## config.mk

```make
export PLATFORM = sky130hd
export DESIGN_NAME = histogram_contrast_stretch
export DESIGN_NICKNAME = d
export VERILOG_FILES = /design/src/hcs_pkg.sv /design/src/hcs_front.sv /design/src/hcs_back.sv /design/src/histogram_contrast_stretch.sv
export SDC_FILE = /design/constraint.sdc
export NUM_CORES = 1
export LEC_CHECK = 0
export ABC_AREA = 1
export BUFFER_PORTS_ARGS = -buffer_cell sky130_fd_sc_hd__clkbuf_2
export CELL_PAD_IN_SITES_DETAIL_PLACEMENT = 0
export CELL_PAD_IN_SITES_GLOBAL_PLACEMENT = 1
export CORE_MARGIN = 2
export CORE_UTILIZATION = 48
export CTS_CLUSTER_DIAMETER = 80
export DETAILED_ROUTE_END_ITERATION = 8
export PLACE_DENSITY = 0.91
export SYNTH_ARGS = -nofsm -noshare
export SYNTH_HDL_FRONTEND = slang
export SYNTH_SLANG_ARGS = --single-unit
export TNS_END_PERCENT = 10
```

## constraint.sdc

```tcl
create_clock -name clk -period 3.6 [get_ports clk]
set_input_delay 0.72 -clock clk [delete_from_list [all_inputs] [get_ports clk]]
set_output_delay 0.72 -clock clk [all_outputs]
set_load 0.1 [all_outputs]
```

## src/hcs_pkg.sv

```systemverilog
// Shared types and constants for the histogram contrast stretch block.
package hcs_pkg;

	localparam int PIX_W = 8;
	localparam logic [7:0] PIX_MAX = 8'd255;

	typedef enum logic [1:0] {
		OP_CLEAR = 2'd0,
		OP_COUNT = 2'd1,
		OP_MAP   = 2'd2,
		OP_NONE  = 2'd3
	} op_t;

	typedef enum logic [1:0] {
		ST_OK       = 2'd0,
		ST_REJECTED = 2'd1,
		ST_DEGEN    = 2'd2
	} status_t;

	typedef enum logic [1:0] {
		REG_MANUAL_LOW  = 2'd0,
		REG_MANUAL_HIGH = 2'd1,
		REG_AUTO_LOW    = 2'd2,
		REG_AUTO_HIGH   = 2'd3
	} reg_idx_t;

	typedef struct packed {
		logic [1:0] op;
		logic [7:0] pixel_in;
	} in_t;

	typedef struct packed {
		logic [7:0] pixel_out;
		logic [1:0] status;
		logic [7:0] low_used;
		logic [7:0] high_used;
	} out_t;

	// classified map request handed from front to back
	typedef struct packed {
		logic [1:0] kind;
		logic [7:0] pix;
		logic [7:0] lo;
		logic [7:0] hi;
	} job_t;

	typedef enum logic [1:0] {
		BK_IDLE,
		BK_DIV,
		BK_DONE
	} bk_state_t;

endpackage

```

## src/hcs_front.sv

```systemverilog
// Front end: accepts requests, keeps statistics, resolves bounds, queues map jobs.
module hcs_front #(
	parameter int QDEPTH = 2
) (
	input  logic           clk,
	input  logic           arst_n,
	input  logic           in_valid,
	output logic           in_stall,
	input  hcs_pkg::in_t   in_data,
	input  logic [7:0]     manual_low,
	input  logic [7:0]     manual_high,
	input  logic           auto_low,
	input  logic           auto_high,
	output logic           job_valid,
	input  logic           job_take,
	output hcs_pkg::job_t  job
);
	localparam int AW = (QDEPTH > 1) ? $clog2(QDEPTH) : 1;

	logic [7:0] seen_lo_q, seen_hi_q;
	logic seen_any_q;
	hcs_pkg::job_t q_q [QDEPTH];
	logic [AW-1:0] wr_q, rd_q;
	logic [AW:0] cnt_q;
	logic acc, push;
	hcs_pkg::job_t nj;
	logic [7:0] lo, hi;

	assign in_stall = (cnt_q == (AW+1)'(QDEPTH));
	assign acc = in_valid && !in_stall;
	assign push = acc && (in_data.op == hcs_pkg::OP_MAP);
	assign job_valid = (cnt_q != '0);
	assign job = q_q[rd_q];

	always_comb begin
		lo = (auto_low && seen_any_q) ? seen_lo_q : manual_low;
		hi = (auto_high && seen_any_q) ? seen_hi_q : manual_high;
		nj.pix = in_data.pixel_in;
		if (manual_low >= manual_high) begin
			nj.kind = hcs_pkg::ST_REJECTED;
			nj.lo = '0;
			nj.hi = '0;
		end else begin
			nj.kind = (lo == hi) ? hcs_pkg::ST_DEGEN : hcs_pkg::ST_OK;
			nj.lo = lo;
			nj.hi = hi;
		end
	end

	always_ff @(posedge clk or negedge arst_n) begin
		if (!arst_n) begin
			seen_lo_q <= hcs_pkg::PIX_MAX;
			seen_hi_q <= '0;
			seen_any_q <= 1'b0;
			wr_q <= '0;
			rd_q <= '0;
			cnt_q <= '0;
		end else begin
			if (acc && in_data.op == hcs_pkg::OP_CLEAR) begin
				seen_lo_q <= hcs_pkg::PIX_MAX;
				seen_hi_q <= '0;
				seen_any_q <= 1'b0;
			end
			if (acc && in_data.op == hcs_pkg::OP_COUNT) begin
				if (in_data.pixel_in < seen_lo_q) seen_lo_q <= in_data.pixel_in;
				if (in_data.pixel_in > seen_hi_q) seen_hi_q <= in_data.pixel_in;
				seen_any_q <= 1'b1;
			end
			if (push) wr_q <= (wr_q == AW'(QDEPTH-1)) ? '0 : wr_q + 1'b1;
			if (job_take) rd_q <= (rd_q == AW'(QDEPTH-1)) ? '0 : rd_q + 1'b1;
			cnt_q <= cnt_q + (AW+1)'(push) - (AW+1)'(job_take);
		end
	end

	always_ff @(posedge clk) begin
		if (push) q_q[wr_q] <= nj;
	end
endmodule

```

## src/hcs_back.sv

```systemverilog
// Back end: serial signed division of the stretch formula and result register.
module hcs_back (
	input  logic           clk,
	input  logic           arst_n,
	input  logic           job_valid,
	output logic           job_take,
	input  hcs_pkg::job_t  job,
	output logic           out_valid,
	input  logic           out_stall,
	output hcs_pkg::out_t  out_data
);
	// |256*(p-lo)| < 2^16, |hi-lo| < 2^8
	hcs_pkg::bk_state_t st_q, st_d;
	logic [15:0] quo_q;
	logic [8:0] rem_q;
	logic [7:0] den_q;
	logic neg_q;
	logic [4:0] cnt_q;
	hcs_pkg::job_t j_q;
	hcs_pkg::out_t res_q;
	logic vld_q;

	logic signed [9:0] num_s, den_s;
	logic [8:0] rtrial;
	logic [9:0] rsub;
	logic [7:0] pix;

	assign num_s = $signed({2'b00, job.pix}) - $signed({2'b00, job.lo});
	assign den_s = $signed({2'b00, job.hi}) - $signed({2'b00, job.lo});
	assign rtrial = {rem_q[7:0], quo_q[15]};
	assign rsub = {1'b0, rtrial} - {2'b00, den_q};
	assign out_valid = vld_q;
	assign out_data = res_q;

	always_comb begin
		st_d = st_q;
		job_take = 1'b0;
		unique case (st_q)
			hcs_pkg::BK_IDLE: if (job_valid) begin
				job_take = 1'b1;
				if (job.kind == hcs_pkg::ST_OK) st_d = hcs_pkg::BK_DIV;
				else st_d = hcs_pkg::BK_DONE;
			end
			hcs_pkg::BK_DIV: if (cnt_q == 5'd15) st_d = hcs_pkg::BK_DONE;
			hcs_pkg::BK_DONE: if (!vld_q || !out_stall) st_d = hcs_pkg::BK_IDLE;
			default: st_d = hcs_pkg::BK_IDLE;
		endcase
	end

	always_comb begin
		pix = '0;
		if (j_q.kind == hcs_pkg::ST_DEGEN) pix = (j_q.pix >= j_q.lo) ? hcs_pkg::PIX_MAX : '0;
		else if (j_q.kind == hcs_pkg::ST_OK) begin
			if (neg_q && quo_q != '0) pix = '0;
			else if (quo_q > 16'd255) pix = hcs_pkg::PIX_MAX;
			else pix = quo_q[7:0];
		end
	end

	always_ff @(posedge clk or negedge arst_n) begin
		if (!arst_n) begin
			st_q <= hcs_pkg::BK_IDLE;
			vld_q <= 1'b0;
			cnt_q <= '0;
		end else begin
			st_q <= st_d;
			if (st_q == hcs_pkg::BK_DONE && (!vld_q || !out_stall)) vld_q <= 1'b1;
			else if (!out_stall) vld_q <= 1'b0;
			if (st_q == hcs_pkg::BK_DIV) cnt_q <= cnt_q + 1'b1;
			else cnt_q <= '0;
		end
	end

	always_ff @(posedge clk) begin
		if (job_take) begin
			j_q <= job;
			neg_q <= num_s[9] ^ den_s[9];
			quo_q <= {(num_s[9] ? 8'(-num_s) : num_s[7:0]), 8'h00};
			den_q <= den_s[9] ? 8'(-den_s) : den_s[7:0];
			rem_q <= '0;
		end else if (st_q == hcs_pkg::BK_DIV) begin
			if (!rsub[9]) begin
				rem_q <= rsub[8:0];
				quo_q <= {quo_q[14:0], 1'b1};
			end else begin
				rem_q <= rtrial;
				quo_q <= {quo_q[14:0], 1'b0};
			end
		end
		if (st_q == hcs_pkg::BK_DONE && (!vld_q || !out_stall)) begin
			res_q.pixel_out <= pix;
			res_q.status <= j_q.kind;
			res_q.low_used <= j_q.lo;
			res_q.high_used <= j_q.hi;
		end
	end
endmodule

```

## src/histogram_contrast_stretch.sv

```systemverilog
// Top level of the histogram contrast stretch block.
// Clear and count requests are absorbed by the front end, which keeps the running
// lowest and highest level. Each map request queues a job for the back end, whose
// restoring divider handles a normal stretch; rejected and equal-bound maps skip
// the division. A job queue of QDEPTH entries (two by default) lets counting
// continue while a division runs.
module histogram_contrast_stretch #(
	parameter int QDEPTH = 2
) (
	input  logic          clk,
	input  logic          arst_n,
	input  logic          in_valid,
	output logic          in_stall,
	input  hcs_pkg::in_t  in_data,
	output logic          out_valid,
	input  logic          out_stall,
	output hcs_pkg::out_t out_data,
	input  logic          cfg_valid,
	output logic          cfg_ready,
	input  logic [1:0]    cfg_index,
	input  logic [7:0]    cfg_data
);
	logic [7:0] man_lo_q, man_hi_q;
	logic auto_lo_q, auto_hi_q;
	logic job_valid, job_take;
	hcs_pkg::job_t job;

	assign cfg_ready = 1'b1;

	always_ff @(posedge clk or negedge arst_n) begin
		if (!arst_n) begin
			man_lo_q <= '0;
			man_hi_q <= hcs_pkg::PIX_MAX;
			auto_lo_q <= 1'b0;
			auto_hi_q <= 1'b0;
		end else if (cfg_valid) begin
			unique case (hcs_pkg::reg_idx_t'(cfg_index))
				hcs_pkg::REG_MANUAL_LOW:  man_lo_q <= cfg_data;
				hcs_pkg::REG_MANUAL_HIGH: man_hi_q <= cfg_data;
				hcs_pkg::REG_AUTO_LOW:    auto_lo_q <= cfg_data[0];
				hcs_pkg::REG_AUTO_HIGH:   auto_hi_q <= cfg_data[0];
				default: ;
			endcase
		end
	end

	hcs_front #(.QDEPTH(QDEPTH)) u_front (
		.clk, .arst_n, .in_valid, .in_stall, .in_data,
		.manual_low(man_lo_q), .manual_high(man_hi_q),
		.auto_low(auto_lo_q), .auto_high(auto_hi_q),
		.job_valid, .job_take, .job
	);

	hcs_back u_back (
		.clk, .arst_n, .job_valid, .job_take, .job,
		.out_valid, .out_stall, .out_data
	);
endmodule

```

==> results by group <==
Run status
  • Status: finished, final reports clean

Detailed routing
  • Post-detailed-route count of antenna-violating nets: 0
  • Drt drc: 0
  • DR vias: between 6,000 and 7,000
  • Met2 WL post-DR: approximately 9000 um
  • Top sig layer: met4
  • Met3 Routed Length: 701 um
  • WL final: ~19,000 um
  • Post-Route M1 WL: around 8700 um
  • 1st-pass router iterations: 5
  • Drt initial violations: 448
  • Wire per inst: ~14 um
  • DR vias/cell: slightly below 5

Timing
  • Clock Skews: approximately 0.014 ns
  • Worst slew pin tran: roughly 0.99 ns
  • Setup TNS: 0 ns
  • Max-slew headroom: between 30% and 40%
  • Period utilization: around four fifths
  • Minimum clock period: ~2.9 ns
  • Slew Limit Fails: 0
  • RSZ-0062 raised after global routing: false
  • Fmax: between 300 and 400 MHz
  • Final setup violation count: 0
  • Final hold viol count: 0

CTS
  • Worst-Skew Late Latency: between 0.4 and 0.5 ns
  • Clk slew on worst S/H paths: about 0.070 ns
  • # hold bufs at CTS: 0
  • Cts bufs inserted: 17
  • Post-CTS repair timing setup buffer count: 0
  • CTS Sinks: 184
  • CTS tree: built
  • Clock Tree Buf Depth: 2
  • H-tree Lvls: 4
  • Post-CTS sizing: 0
  • Root Buffer Master: clkbuf_16

Cells and area
  • Filler cells: ~1,800
  • Share of layout cells above drive strength 1: 15.15%
  • Area grow syn2layout: 12.25%
  • NumNets Final: 1,172
  • # diodes: 0

Worst setup path
  • WP data arrival: just over 3 ns
  • Reg2Reg Depth: 16
  • Crit Reg-Reg Endpoint: u_back.quo_q[15]
  • Critical Path Slowest Stage Cell: fa_1
  • Worst path depth: 16
  • Critical path's top delay family: simple AND/OR/NAND/NOR gates
  • WP data required: approximately 3.8 ns
  • CP dominant cell by count: nand2_1
  • Crit end category: flip-flop
  • Critical Path Sink: u_back.quo_q[15]
  • Crit path largest cell delay: 0.43 ns
  • Reg2reg start: u_front.rd_q
  • Crit-path max FO: 18
  • Kind of critical path: reg2reg
  • R2R Setup Slk: approximately 0.70 ns
  • Crit. Startpoint: u_front.rd_q
  • Critical path, cell by cell: inv_1 -> or2_2 -> o21ai_0 -> ha_1 -> inv_1 -> fa_1 -> inv_1 -> nand2_1 -> nor2_2 -> nand3_1 -> nor2_2 -> nand3_1 -> nand2_1 -> nand2_1 -> nand3_1 -> nand2_1
  • Crit path buffers/inverters: 3
  • Setup crit start kind: flip-flop

Synthesis
  • Sequential element share of the synthesized area: roughly 54%
  • Cell count after synthesis: roughly 1,000
  • Top-count cell post-synth: nand2_1
  • Synthesized Nets: 1,105
  • Area of the mapped netlist: 0.009542 mm^2
  • Yosys cell types: 49
  • Post-synth EDFFs: 121
  • Flops & latches, synth: approximately 180
  • Top post-synthesis cells by area: edfxtp_1 (38%), nand2_1 (11%), dfrtp_1 (8.1%), ha_1 (8.0%), inv_1 (5.4%)
  • Post-synth top area cell: edfxtp_1
  • Mean area per synthesized cell: ~9.4 um^2
  • Synth top cells by count: nand2_1 (268), inv_1 (136), edfxtp_1 (121)
  • Ys flop type: edfxtp_1
  • Area share of the largest cell type after synthesis: between 30% and 40%
  • Yosys warning count: 0
  • Ys async rst share: between 20% and 30%

Global route
  • Largest net degree at the start of global routing: between 40 and 50
  • First-pass GRT wire length: ~31,000 um
  • Initial antenna violation count: 0
  • Vias in the first global route: 6,364
  • Total grt overflow: 0
  • All-Layer GR Usage: between 15 and 20%

Placed design
  • Port bufs: 52
  • Hpwl dp: between 10,000 and 15,000 um
  • GP Congestion: a little over 0.9

Floorplanning
  • Std-Cell Rows: about 50
  • Die height: 145.0 um
  • Die Area: around 0.021 mm^2
  • Initial core utilization: slightly below 50%
  • I/O pin total: 54
  • Die width: between 100 and 150 um
  • Core Area: approximately 0.019 mm^2

Hold path
  • HP Class: reg2reg

Flow run
  • Max-capacitance violation count: 0
cells by family (layout without fill, tap and decap cells):
logic type / after synthesis / count (layout) / share of synthesized area (%)
compound gates: 141 / 141 / 8.484
xor+xnor: 23 / 23 / 2.111
fa+ha+maj: 64 / 64 / 8.628
buf+inv: 160 / 240 / 6.740
flops: 184 / 184 / 53.97
other cells: 1 / 1 / 0.03930
simple gates: 443 / 443 / 20.02
routing by layer:
| layer | GRT usage (%) | vias up |
|---|---|---|
| met3 | 3.396 | 29 |
| met5 | 0 | - |
| met4 | 7.574 | 0 |
| met2 | 30.76 | 120 |
| met1 | 24.12 | 3058 |
| li1 | - | 3502 |
worst min path at each step:
stage | startpoint | endpoint | slack [ns] | depth (start not counted)
after floorplan | u_back.j_q[0] | u_back.out_data[0] | 0.40 | 0
after global placement | u_back.j_q[5] | u_back.out_data[5] | 0.40 | 0
after detailed placement | u_back.j_q[5] | u_back.out_data[5] | 0.41 | 0
after CTS | u_back.j_q[5] | u_back.out_data[5] | 0.42 | 0
after global routing | u_back.j_q[7] | u_back.out_data[7] | 0.42 | 0
final | u_back.j_q[7] | u_back.out_data[7] | 0.42 | 0
cells in the final DEF (no fill, tap or decap), drive strengths merged, types with 5 or more instances in the layout:
cell type	count
dfrtp	31
xnor2	6
clkinv	8
dfxtp	16
o21ai	74
clkbuf	70
nor3	6
xor2	17
inv	150
nand3	56
o22ai	8
a21oi	44
or2	14
buf	12
dfstp	16
nand3b	5
nand2	280
nand4	8
edfxtp	121
nor2	73
ha	61
registers in the layout (all words and copies together) (netlist names), 2 cells and up:
signal             cells
u_front.seen_hi_q      8
man_hi_q               8
u_front.q_q           52
u_back.st_q            2
u_back.out_data       26
u_back.den_q           8
u_front.seen_lo_q      8
u_back.quo_q          16
u_back.rem_q           8
u_back.j_q            26
u_front.cnt_q          2
u_back.cnt_q           5
man_lo_q               8
through the flow:
stage	setup WS [ns]	util (%)	area, um^2	std cells	hold slack (ns)
2_1_floorplan	0.8429	-	9542	1016	0.4003
3_3_place_gp	0.7829	52.07	10130	1329	0.4032
3_5_place_dp	0.6975	52.07	10130	1329	0.4066
4_1_cts	0.6817	55.03	10710	1361	0.4181
5_1_grt	0.4041	55.03	10710	1361	0.4203
6_report	0.6976	55.03	10710	1361	0.4194
layout make-up:
class | count | area, um^2 | share of cell area [%]
sequential | 184 | 5150 | 48.08
multi-input combinational | 672 | 3757 | 35.08
inverter | 144 | 545.5 | 5.093
clock buffer | 18 | 439.2 | 4.100
timing repair buffer | 64 | 350.3 | 3.271
tap | 265 | 331.6 | 3.096
clock inverter | 14 | 136.4 | 1.273
Power is left out: the tool's default activity adds up to more than one toggle a clock period on the data nets, which glitch-free logic cannot reach.
